<file path="src/rtl/ezm_pkg.sv">
// Shared types and constants of the ZYX Euler transform pipeline.
// No dependencies; every other file imports it.
package ezm_pkg;

  // stage counts of each unit
  localparam int LAT_ANG   = 4;
  localparam int LAT_SIN   = 7;
  localparam int LAT_SEL   = 1;
  localparam int LAT_ROT   = 4;
  localparam int LAT_TO_ROT = LAT_ANG + LAT_SIN + LAT_SEL;
  localparam int LAT_TOTAL = LAT_TO_ROT + LAT_ROT;

  // angle units: 1/64 degree
  localparam logic [16:0] ANG_FULL  = 17'd23040;
  localparam logic [16:0] ANG_BIAS  = 17'd46080;
  localparam logic [16:0] ANG_3FULL = 17'd69120;
  localparam logic [14:0] ANG_Q1    = 15'd5760;
  localparam logic [14:0] ANG_Q2    = 15'd11520;
  localparam logic [14:0] ANG_Q3    = 15'd17280;
  localparam logic [12:0] ANG_QUAD  = 13'd5760;

  // r * 2^30 / 5760 = r * 186413 + (23 r + 22) / 45
  localparam logic [30:0] X_MUL    = 31'd186413;
  localparam logic [17:0] X_REM    = 18'd23;
  localparam logic [17:0] X_RND    = 18'd22;
  localparam logic [36:0] INV45    = 37'd372828;

  localparam logic [1:0] QUAD_0 = 2'd0;
  localparam logic [1:0] QUAD_1 = 2'd1;
  localparam logic [1:0] QUAD_2 = 2'd2;
  localparam logic [1:0] QUAD_3 = 2'd3;

  localparam logic signed [31:0] SIN_COEF [5] = '{
    32'sd1686629713, -32'sd693598668, 32'sd85569306, -32'sd5026995, 32'sd172272
  };
  localparam logic [14:0] ONE_Q14 = 15'd16384;

  typedef logic [30:0] xq_t;
  typedef logic [14:0] qs_t;
  typedef logic signed [15:0] trig_val_t;
  typedef logic signed [23:0] scl_t;

  typedef struct packed {
    trig_val_t sx;
    trig_val_t cx;
    trig_val_t sy;
    trig_val_t cy;
    trig_val_t sz;
    trig_val_t cz;
  } trig_t;

  typedef struct packed {
    scl_t x;
    scl_t y;
    scl_t z;
  } scale_t;

  typedef struct packed {
    logic signed [31:0] x;
    logic signed [31:0] y;
    logic signed [31:0] z;
  } pos_t;

endpackage

</file>
<file path="src/rtl/ezm_angle.sv">
// Angle reduction: wraps a 1/64-degree angle, splits quadrant and remainder,
// and scales both remainders to Q1.30 phase. Depends on ezm_pkg.
module ezm_angle (
  input  logic               clk,
  input  logic signed [15:0] angle,
  output ezm_pkg::xq_t       x_s,
  output ezm_pkg::xq_t       x_c,
  output logic [1:0]         quad
);
  import ezm_pkg::*;

  logic [16:0] wrap;
  logic [14:0] a_nxt, a_r;
  logic [1:0]  q_nxt, q2_r, q3_r, q4_r;
  logic [14:0] rr_nxt;
  logic [12:0] r_r [2];
  logic [30:0] m1_r [2];
  logic [36:0] m2_r [2];
  xq_t         x_r [2];

  // fold into 0..360 degrees
  assign wrap = {angle[15], angle} + ANG_BIAS;
  always_comb begin
    if (wrap >= ANG_3FULL) begin
      a_nxt = 15'(wrap - ANG_3FULL);
    end else if (wrap >= ANG_BIAS) begin
      a_nxt = 15'(wrap - ANG_BIAS);
    end else if (wrap >= ANG_FULL) begin
      a_nxt = 15'(wrap - ANG_FULL);
    end else begin
      // angles below -360 degrees wrap twice
      a_nxt = wrap[14:0];
    end
  end

  // split quadrant and remainder
  always_comb begin
    if (a_r >= ANG_Q3) begin
      q_nxt  = QUAD_3;
      rr_nxt = a_r - ANG_Q3;
    end else if (a_r >= ANG_Q2) begin
      q_nxt  = QUAD_2;
      rr_nxt = a_r - ANG_Q2;
    end else if (a_r >= ANG_Q1) begin
      q_nxt  = QUAD_1;
      rr_nxt = a_r - ANG_Q1;
    end else begin
      q_nxt  = QUAD_0;
      rr_nxt = a_r;
    end
  end

  always_ff @(posedge clk) begin
    a_r    <= a_nxt;
    q2_r   <= q_nxt;
    r_r[0] <= rr_nxt[12:0];
    r_r[1] <= ANG_QUAD - rr_nxt[12:0];
    q3_r   <= q2_r;
    q4_r   <= q3_r;
  end

  // scale both remainders to phase, sine and complement lanes
  for (genvar k = 0; k < 2; k++) begin : g_lane
    always_ff @(posedge clk) begin
      m1_r[k] <= 31'(r_r[k]) * X_MUL;
      m2_r[k] <= 37'(18'(r_r[k]) * X_REM + X_RND) * INV45;
      x_r[k]  <= m1_r[k] + 31'(m2_r[k][36:24]);
    end
  end

  assign x_s  = x_r[0];
  assign x_c  = x_r[1];
  assign quad = q4_r;

endmodule

</file>
<file path="config.mk">
export PLATFORM = sky130hd
export DESIGN_NAME = ezm_angle
export DESIGN_NICKNAME = d
export VERILOG_FILES = /design/src/rtl/ezm_pkg.sv /design/src/rtl/ezm_angle.sv
export SDC_FILE = /design/constraint.sdc
export NUM_CORES = 1
export LEC_CHECK = 0
export BUFFER_PORTS_ARGS = -buffer_cell sky130_fd_sc_hd__buf_2
export CORE_MARGIN = 2
export CORE_UTILIZATION = 59
export DETAILED_ROUTE_END_ITERATION = 10
export PLACE_DENSITY = 0.86
export SYNTH_ARGS = -nofsm -noshare
export SYNTH_HDL_FRONTEND = slang
export SYNTH_SLANG_ARGS = --single-unit
</file>
<file path="constraint.sdc">
create_clock -name clk -period 8.9 [get_ports clk]
set_clock_uncertainty 0.1 [all_clocks]
set_input_delay 0.89 -clock clk [delete_from_list [all_inputs] [get_ports clk]]
set_output_delay 0.89 -clock clk [all_outputs]
set_load 0.03 [all_outputs]
</file>
==> metrics.json, run 1 <==
{
  "outcome": "completed",
  "fmax_mhz": 116.9,
  "num-nets-final": 3902,
  "post_synth_instance_area_um2": 27200,
  "wl_per_cell_um": 17.54,
  "synth_flop_cell": "sky130_fd_sc_hd__dfxtp_1",
  "path_class": "reg -> reg",
  "synthesis.area_per_instance_um2": 9.477,
  "antenna_violating_nets_post_route": 0,
  "post-synth-top-area-fraction": 0.2599,
  "cpMostUsedCell": "sky130_fd_sc_hd__inv_1",
  "cp_slowest_stage_delay_ns": 0.60,
  "h-tree-depth": 4,
  "ys.warnings.count": 0,
  "slew_viol_final": 0,
  "fraction_of_layout_instances_using_a_drive_strength_above_1": 0.06448,
  "clk_tree_root_cell": "sky130_fd_sc_hd__clkbuf_16",
  "post_synth_main_area_contributors": "sky130_fd_sc_hd__ha_1 (26%), sky130_fd_sc_hd__fa_1 (25%), sky130_fd_sc_hd__dfxtp_1 (14%), sky130_fd_sc_hd__inv_1 (11%), sky130_fd_sc_hd__xnor2_1 (4.9%)",
  "initial_core_util": 0.5981,
  "standard_cell_row_count": 78,
  "grt_pass1_wl_um": 101500,
  "die_width_um": 218.7,
  "remaining_drc_errors": 0,
  "start_kind": "flip-flop",
  "timing.final.setup_violations": 0,
  "placedCellCount": 3558,
  "slowest_stage": "sky130_fd_sc_hd__fa_1",
  "cts-buffers-inserted": 17,
  "count_of_buffers_from_port_buffering": 80,
  "clkLatencyLatePin_ns": 0.50,
  "wl_um": 63050,
  "layout_min_cycle_time_ns": 8.554,
  "netlist_instances": 2870,
  "initial_antenna_violation_count": 1,
  "grt_start_max_net_pins": 18,
  "tritoncts": "done",
  "worst-endpoint-arrival_ns": 8.88,
  "dieArea_um2": 47830,
  "mappedNetlistNets": 3792,
  "die_height_um": 218.7,
  "min_period_over_period": 0.9611,
  "final_cell_count_no_fill": 3594,
  "number_of_global_route_vias_before_repair": 20590,
  "cts.clk_slew.worst_paths_ns": 0.07,
  "max_slew_margin": 0.4056,
  "hold-worst-slack_ns": 0.2292,
  "final_design_area_no_fill_um2": 29250,
  "synth.distinct_cells": 79,
  "cap_viol_max_count": 0,
  "ys_async_sr_fraction": 0,
  "depth_of_the_worst_hold_timing_path": 0,
  "initialDrtViolationCount": 1080,
  "grt_overflow": 0,
  "synth_seq_area_share": 0.1435,
  "grt.total_usage": 0.2710,
  "clock_sink_count": 195,
  "cts_buffer_depth": 2,
  "place_congestion": 0.9978,
  "post_synth_edffs": 0,
  "hold_viol": 0,
  "placed_cell_area_um2": 28450,
  "fin_util": 0.6432,
  "synth_largest_area_cell": "sky130_fd_sc_hd__ha_1",
  "synth-seq-cells": 195,
  "synth_to_final_area_change_pct": 7.549,
  "i_o_pin_total": 81,
  "drt-vias-per-instance": 5.504,
  "worst-endpoint-required_ns": 9.23,
  "hold_path_class": "reg -> reg",
  "reg2regPathDepth": 35,
  "cts_hold_repair.buffers": 0,
  "crit_fanout": 6,
  "endpoint_kind": "flip-flop",
  "place.detailed.hpwl_um": 53000,
  "core_area_um2": 45480,
  "detailroute.via_count": 19780,
  "timing_worst_slew_pin_value_ns": 0.8804,
  "dr.pass1.iters": 5
}
-- cell usage in the layout (no fill, tap or decap), types with 5 or more instances in the layout --
cell,netlist,routed
sky130_fd_sc_hd__a21oi_1,113,107
sky130_fd_sc_hd__buf_4,1,23
sky130_fd_sc_hd__and4_1,7,7
sky130_fd_sc_hd__nand3_1,37,37
sky130_fd_sc_hd__nor3_1,38,37
sky130_fd_sc_hd__o31ai_1,8,8
sky130_fd_sc_hd__fa_1,340,340
sky130_fd_sc_hd__o21ai_1,4,5
sky130_fd_sc_hd__inv_1,770,770
sky130_fd_sc_hd__o211ai_1,9,9
sky130_fd_sc_hd__ha_1,565,561
sky130_fd_sc_hd__xnor2_1,153,150
sky130_fd_sc_hd__dfxtp_1,195,194
sky130_fd_sc_hd__and3_1,20,20
sky130_fd_sc_hd__nand2_1,77,77
sky130_fd_sc_hd__o21ai_0,72,71
sky130_fd_sc_hd__buf_2,1,80
sky130_fd_sc_hd__nor2b_1,22,22
sky130_fd_sc_hd__clkbuf_16,0,17
sky130_fd_sc_hd__o31a_1,8,8
sky130_fd_sc_hd__a211oi_1,18,17
sky130_fd_sc_hd__o21a_1,18,18
sky130_fd_sc_hd__a31oi_1,9,8
sky130_fd_sc_hd__nand4_1,15,15
sky130_fd_sc_hd__or3_1,12,12
sky130_fd_sc_hd__nor2_1,92,90
sky130_fd_sc_hd__a21o_1,52,52
sky130_fd_sc_hd__a311oi_1,6,5
sky130_fd_sc_hd__o21bai_1,14,14
sky130_fd_sc_hd__or2_2,6,6
sky130_fd_sc_hd__a21oi_2,3,8
sky130_fd_sc_hd__nand2b_1,25,25
sky130_fd_sc_hd__xor2_1,65,61
-- layout make-up --
| class | count | area [um^2] |
|---|---|---|
| inverters | 770 | 2890 |
| flip-flops and latches | 195 | 3905 |
| multi-input cells | 1893 | 20530 |
| clock inverters | 12 | 143.9 |
| repair buffers | 103 | 573.1 |
| well taps | 600 | 750.7 |
| clock buffers | 20 | 456.7 |
| diodes | 1 | 2.502 |
| fillers | 3436 | 16230 |
-- synthesized netlist by cell type, types with 20 or more instances --
cell,instances
sky130_fd_sc_hd__dfxtp_1,195
sky130_fd_sc_hd__nor2_1,92
sky130_fd_sc_hd__nand2_1,77
sky130_fd_sc_hd__nand3_1,37
sky130_fd_sc_hd__a21o_1,52
sky130_fd_sc_hd__ha_1,565
sky130_fd_sc_hd__nand2b_1,25
sky130_fd_sc_hd__fa_1,340
sky130_fd_sc_hd__inv_1,770
sky130_fd_sc_hd__nor3_1,38
sky130_fd_sc_hd__a21oi_1,113
sky130_fd_sc_hd__xnor2_1,153
sky130_fd_sc_hd__nor2b_1,22
sky130_fd_sc_hd__xor2_1,65
sky130_fd_sc_hd__o21ai_0,72
sky130_fd_sc_hd__and3_1,20
-- routing by layer --
metal | global-route usage | share of wire
met1 | 0.3455 | 0.42
met2 | 0.4604 | 0.49
met3 | 0.04579 | 0.057
met4 | 0.1034 | 0.035
met5 | 0 | 0
-- path summary, 6_finish.rpt --
check / from / endpoint / slack (ns)
min: q2_r[1] / q3_r[1] / 0.23
max: r_r[0][3] / m2_r[0][34] / 0.35
max reg2reg: r_r[0][3] / m2_r[0][34] / 0.35
min reg2reg: q2_r[1] / q3_r[1] / 0.23
-- per-stage QoR --
step                setup TNS [ns]  setup WS [ns]
floorplan                        0       0.005846
global placement                 0         0.2388
detailed placement        -0.02503       -0.01805
CTS                              0        0.09941
global route               -0.2229        -0.1058
finish                           0         0.3463
-- worst max-delay path: cells and delay by family, from the launching register on --
kind	cells	cell delay (ns)
simple gates	4	0.46
buf+inv	6	0.40
xor+xnor	2	0.37
compound gates	12	2.44
flops	1	0.40
fa+ha+maj	11	4.31
-- flip-flops by register name, summed over array words and instances, names as in the netlist --
register / count
quad: 2
m1_r: 61
q3_r: 2
x_r: 62
a_r: 15
r_r: 25
q2_r: 2
m2_r: 26
-- repair_timing --
| action | CTS | global route |
|---|---|---|
| resized for setup | 2 | 28 |
| buffers inserted | 0 | 3 |
| pin swaps | 0 | 4 |
| endpoints found under the setup margin | 5 | 19 |
-- kinds of logic after synthesis --
family	synth area share
AO/OA/AOI/OAI	0.09384
XOR/XNOR	0.07199
adder cells (fa/ha/maj)	0.5101
buffers and inverters	0.1081
flip-flops	0.1435
multiplexers	0.001932
AND/OR/NAND/NOR	0.07047
Power of run 1 is left out: the tool's default activity adds up to more than one toggle a clock period on the data nets, which glitch-free logic cannot reach.
==> inputs of run 2 (changes only) <==
- GPL_TIMING_DRIVEN: default -> 0
==> run 2 against run 1 <==
Net effect:
- sequential share of layout area hardly changed
- die area did not move
- hold slack lost 0.0032 ns
- final cell count up 0.36%
- global-route usage is essentially flat
- flip-flop and latch count unchanged
==> metrics.json, run 2 (synthesis gave the netlist of run 1 again) <==
{
  "depth_of_the_worst_hold_timing_path": {"value": 0, "change": "unchanged"},
  "drt-vias-per-instance": {"value": 5.526, "change": "was 5.504"},
  "worst-endpoint-arrival": {"value": 8.99, "unit": "ns", "change": "was 8.88 ns"},
  "worst-endpoint-required": {"value": 9.18, "unit": "ns", "change": "was 9.23 ns"},
  "largest_reg_flops": {"value": 62, "change": "unchanged"},
  "max_flop_register": {"value": "x_r", "change": "unchanged"},
  "r2r_slack": {"value": 0.19, "unit": "ns", "change": "was 0.35 ns"},
  "initialDrtViolationCount": {"value": 1208, "change": "was 1080"},
  "mostFrequentLayoutCell": {"value": "sky130_fd_sc_hd__inv_1", "change": "unchanged"},
  "clock_sink_count": {"value": 195, "change": "unchanged"},
  "number_of_global_route_vias_before_repair": {"value": 20690, "change": "was 20590"},
  "tritoncts": {"value": "done", "change": "unchanged"},
  "place_congestion": {"value": 0.9716, "change": "was 0.9978"},
  "reg2regPathDepth": {"value": 31, "change": "was 35"},
  "cts-buffers-inserted": {"value": 17, "change": "unchanged"},
  "timing_worst_slew_pin_value": {"value": 0.8541, "unit": "ns", "change": "was 0.8804 ns"},
  "dieArea": {"value": 47830, "unit": "um^2", "change": "unchanged"},
  "endpoint_kind": {"value": "flip-flop", "change": "unchanged"},
  "count_of_buffers_from_port_buffering": {"value": 80, "change": "unchanged"},
  "diodes": {"value": 0, "change": "was 1"},
  "cts_buffer_depth": {"value": 2, "change": "unchanged"},
  "path_class": {"value": "reg -> reg", "change": "unchanged"},
  "slowest_stage": {"value": "sky130_fd_sc_hd__fa_2", "change": "was sky130_fd_sc_hd__fa_1"},
  "num-nets-final": {"value": 3916, "change": "was 3902"},
  "reg2reg_from": {"value": "r_r[0][13]", "change": "was r_r[0][3]"},
  "outcome": {"value": "completed", "change": "unchanged"},
  "standard_cell_row_count": {"value": 78, "change": "unchanged"},
  "rr_endpoint": {"value": "m2_r[0][67]", "change": "was m2_r[0][34]"},
  "worst_hold_path_startpoint": {"value": "q3_r[1]", "change": "was q2_r[1]"},
  "dr.pass1.iters": {"value": 5, "change": "unchanged"},
  "remaining_drc_errors": {"value": 0, "change": "unchanged"},
  "fraction_of_layout_instances_using_a_drive_strength_above_1": {"value": 0.07582, "change": "was 0.06448"},
  "grt_pass1_wl": {"value": 101400, "unit": "um", "change": "was 101500 um"},
  "fin_util": {"value": 0.6475, "change": "was 0.6432"},
  "max_slew_margin": {"value": 0.4306, "change": "was 0.4056"},
  "cp_slowest_stage_delay": {"value": 0.57, "unit": "ns", "change": "was 0.60 ns"},
  "hold-worst-slack": {"value": 0.2260, "unit": "ns", "change": "was 0.2292 ns"},
  "detailroute.via_count": {"value": 19930, "change": "was 19780"},
  "top_regs": {"value": "x_r x62, m1_r x61, m2_r x26", "change": "unchanged"},
  "synth_to_final_area_change": {"value": 8.257, "unit": "%", "change": "was 7.549%"},
  "antenna_violating_nets_post_route": {"value": 0, "change": "unchanged"},
  "fillerInstances": {"value": 3413, "change": "was 3436"},
  "slew_viol_final": {"value": 0, "change": "unchanged"},
  "layout_common_cells": {"value": "sky130_fd_sc_hd__inv_1 (768), sky130_fd_sc_hd__ha_1 (560), sky130_fd_sc_hd__fa_1 (337)", "change": "was sky130_fd_sc_hd__inv_1 (770), sky130_fd_sc_hd__ha_1 (561), sky130_fd_sc_hd__fa_1 (340)"},
  "cap_viol_max_count": {"value": 0, "change": "unchanged"},
  "h-tree-depth": {"value": 4, "change": "unchanged"},
  "grt.total_usage": {"value": 0.2709, "change": "was 0.2710"},
  "hold_path_class": {"value": "reg -> reg", "change": "unchanged"},
  "layout_min_cycle_time": {"value": 8.708, "unit": "ns", "change": "was 8.554 ns"},
  "wl_per_cell": {"value": 17.27, "unit": "um", "change": "was 17.54 um"},
  "initial_antenna_violation_count": {"value": 0, "change": "was 1"},
  "die_width": {"value": 218.7, "unit": "um", "change": "unchanged"},
  "wl": {"value": 62280, "unit": "um", "change": "was 63050 um"},
  "crit_fanout": {"value": 5, "change": "was 6"},
  "cts.clk_slew.worst_paths": {"value": 0.08, "unit": "ns", "change": "was 0.07 ns"},
  "timing.final.setup_violations": {"value": 0, "change": "unchanged"},
  "clkLatencyLatePin": {"value": 0.52, "unit": "ns", "change": "was 0.50 ns"},
  "hold_viol": {"value": 0, "change": "unchanged"},
  "die_height": {"value": 218.7, "unit": "um", "change": "unchanged"},
  "fmax": {"value": 114.8, "unit": "MHz", "change": "was 116.9 MHz"},
  "core_area": {"value": 45480, "unit": "um^2", "change": "unchanged"},
  "final_design_area_no_fill": {"value": 29450, "unit": "um^2", "change": "was 29250 um^2"},
  "holdPathEnd": {"value": "quad[1]", "change": "was q3_r[1]"},
  "i_o_pin_total": {"value": 81, "change": "unchanged"},
  "rsz0062_at_grt": "true",
  "grt_start_max_net_pins": {"value": 21, "change": "was 18"},
  "initial_core_util": {"value": 0.5981, "change": "unchanged"},
  "cpMostUsedCell": {"value": "sky130_fd_sc_hd__fa_1", "change": "was sky130_fd_sc_hd__inv_1"},
  "grt_overflow": {"value": 0, "change": "unchanged"},
  "start_kind": {"value": "flip-flop", "change": "unchanged"},
  "clk_tree_root_cell": {"value": "sky130_fd_sc_hd__clkbuf_16", "change": "unchanged"},
  "min_period_over_period": {"value": 0.9784, "change": "was 0.9611"},
  "placed_cell_area": {"value": 28350, "unit": "um^2", "change": "was 28450 um^2"},
  "place.detailed.hpwl": {"value": 51490, "unit": "um", "change": "was 53000 um"}
}
==> run 2: cell types whose count changed in the layout (fill, tap and decap cells not counted), moves of 5 or more <==
cell                       before  now
sky130_fd_sc_hd__xor2_1        61   55
sky130_fd_sc_hd__dfxtp_2        1    8
sky130_fd_sc_hd__dfxtp_1      194  185
sky130_fd_sc_hd__xor2_2         3    8
sky130_fd_sc_hd__clkbuf_1       1    8
==> run 2: cell type report <==
cell class / instances / area, um^2 / share of cell area
Multi-Input combinational cell: 1893 / 20660 / 0.7015
Sequential cell: 195 / 3921 / 0.1332
Inverter: 770 / 2894 / 0.09828
Tap cell: 600 / 750.7 / 0.02550
Timing Repair Buffer: 105 / 588.1 / 0.01997
Clock buffer: 17 / 425.4 / 0.01445
Clock inverter: 15 / 158.9 / 0.005396
Buffer: 12 / 50.05 / 0.001700
==> run 2: worst max path at each step <==
stage | from | to | slack (ns) | depth (start not counted)
final | r_r[0][13] | m2_r[0][67] | 0.19 | 31
after global routing | r_r[0][13] | m2_r[0][67] | -0.16 | 34
after CTS | r_r[0][13] | m2_r[0][67] | 0.02 | 32
after detailed placement | r_r[0][13] | m2_r[0][67] | -2.06 | 31
after global placement | r_r[0][13] | m2_r[0][67] | -1.93 | 31
after floorplan | r_r[0][13] | m2_r[0][34] | 0.006 | 31
==> run 2: what timing repair did <==
action	CTS	global route
setup buffers	9	16
gates resized for setup	28	38
hold buffers	0	0
setup endpoints to repair	26	20
pin swaps	4	14
==> run 2: critical path: cells and delay by family, from the launching register on <==
family	cells	cell delay (ns)
adders and majority gates	11	4.94
AOI/OAI and AO/OA	9	1.83
buffers and inverters	8	0.65
xor gates and xnor gates	1	0.41
DFF	1	0.40
and+or+nand+nor	2	0.24
==> run 2: metrics by stage <==
step | cells | worst slack [ns] | setup TNS [ns]
finish | 3607 | 0.1922 | 0
global route | 3607 | -0.1578 | -0.6325
CTS | 3591 | 0.02487 | 0
detailed placement | 3550 | -2.059 | -40.79
global placement | 3550 | -1.933 | -37.52
floorplan | 2870 | 0.005846 | 0
==> run 2: routing by layer <==
layer | global-route usage | routed length [um]
met3 | 0.06862 | 4443
met5 | 0 | 0
met2 | 0.4524 | 29650
met1 | 0.3419 | 26270
met4 | 0.09167 | 1922
Power of run 2 is left out for the same reason.
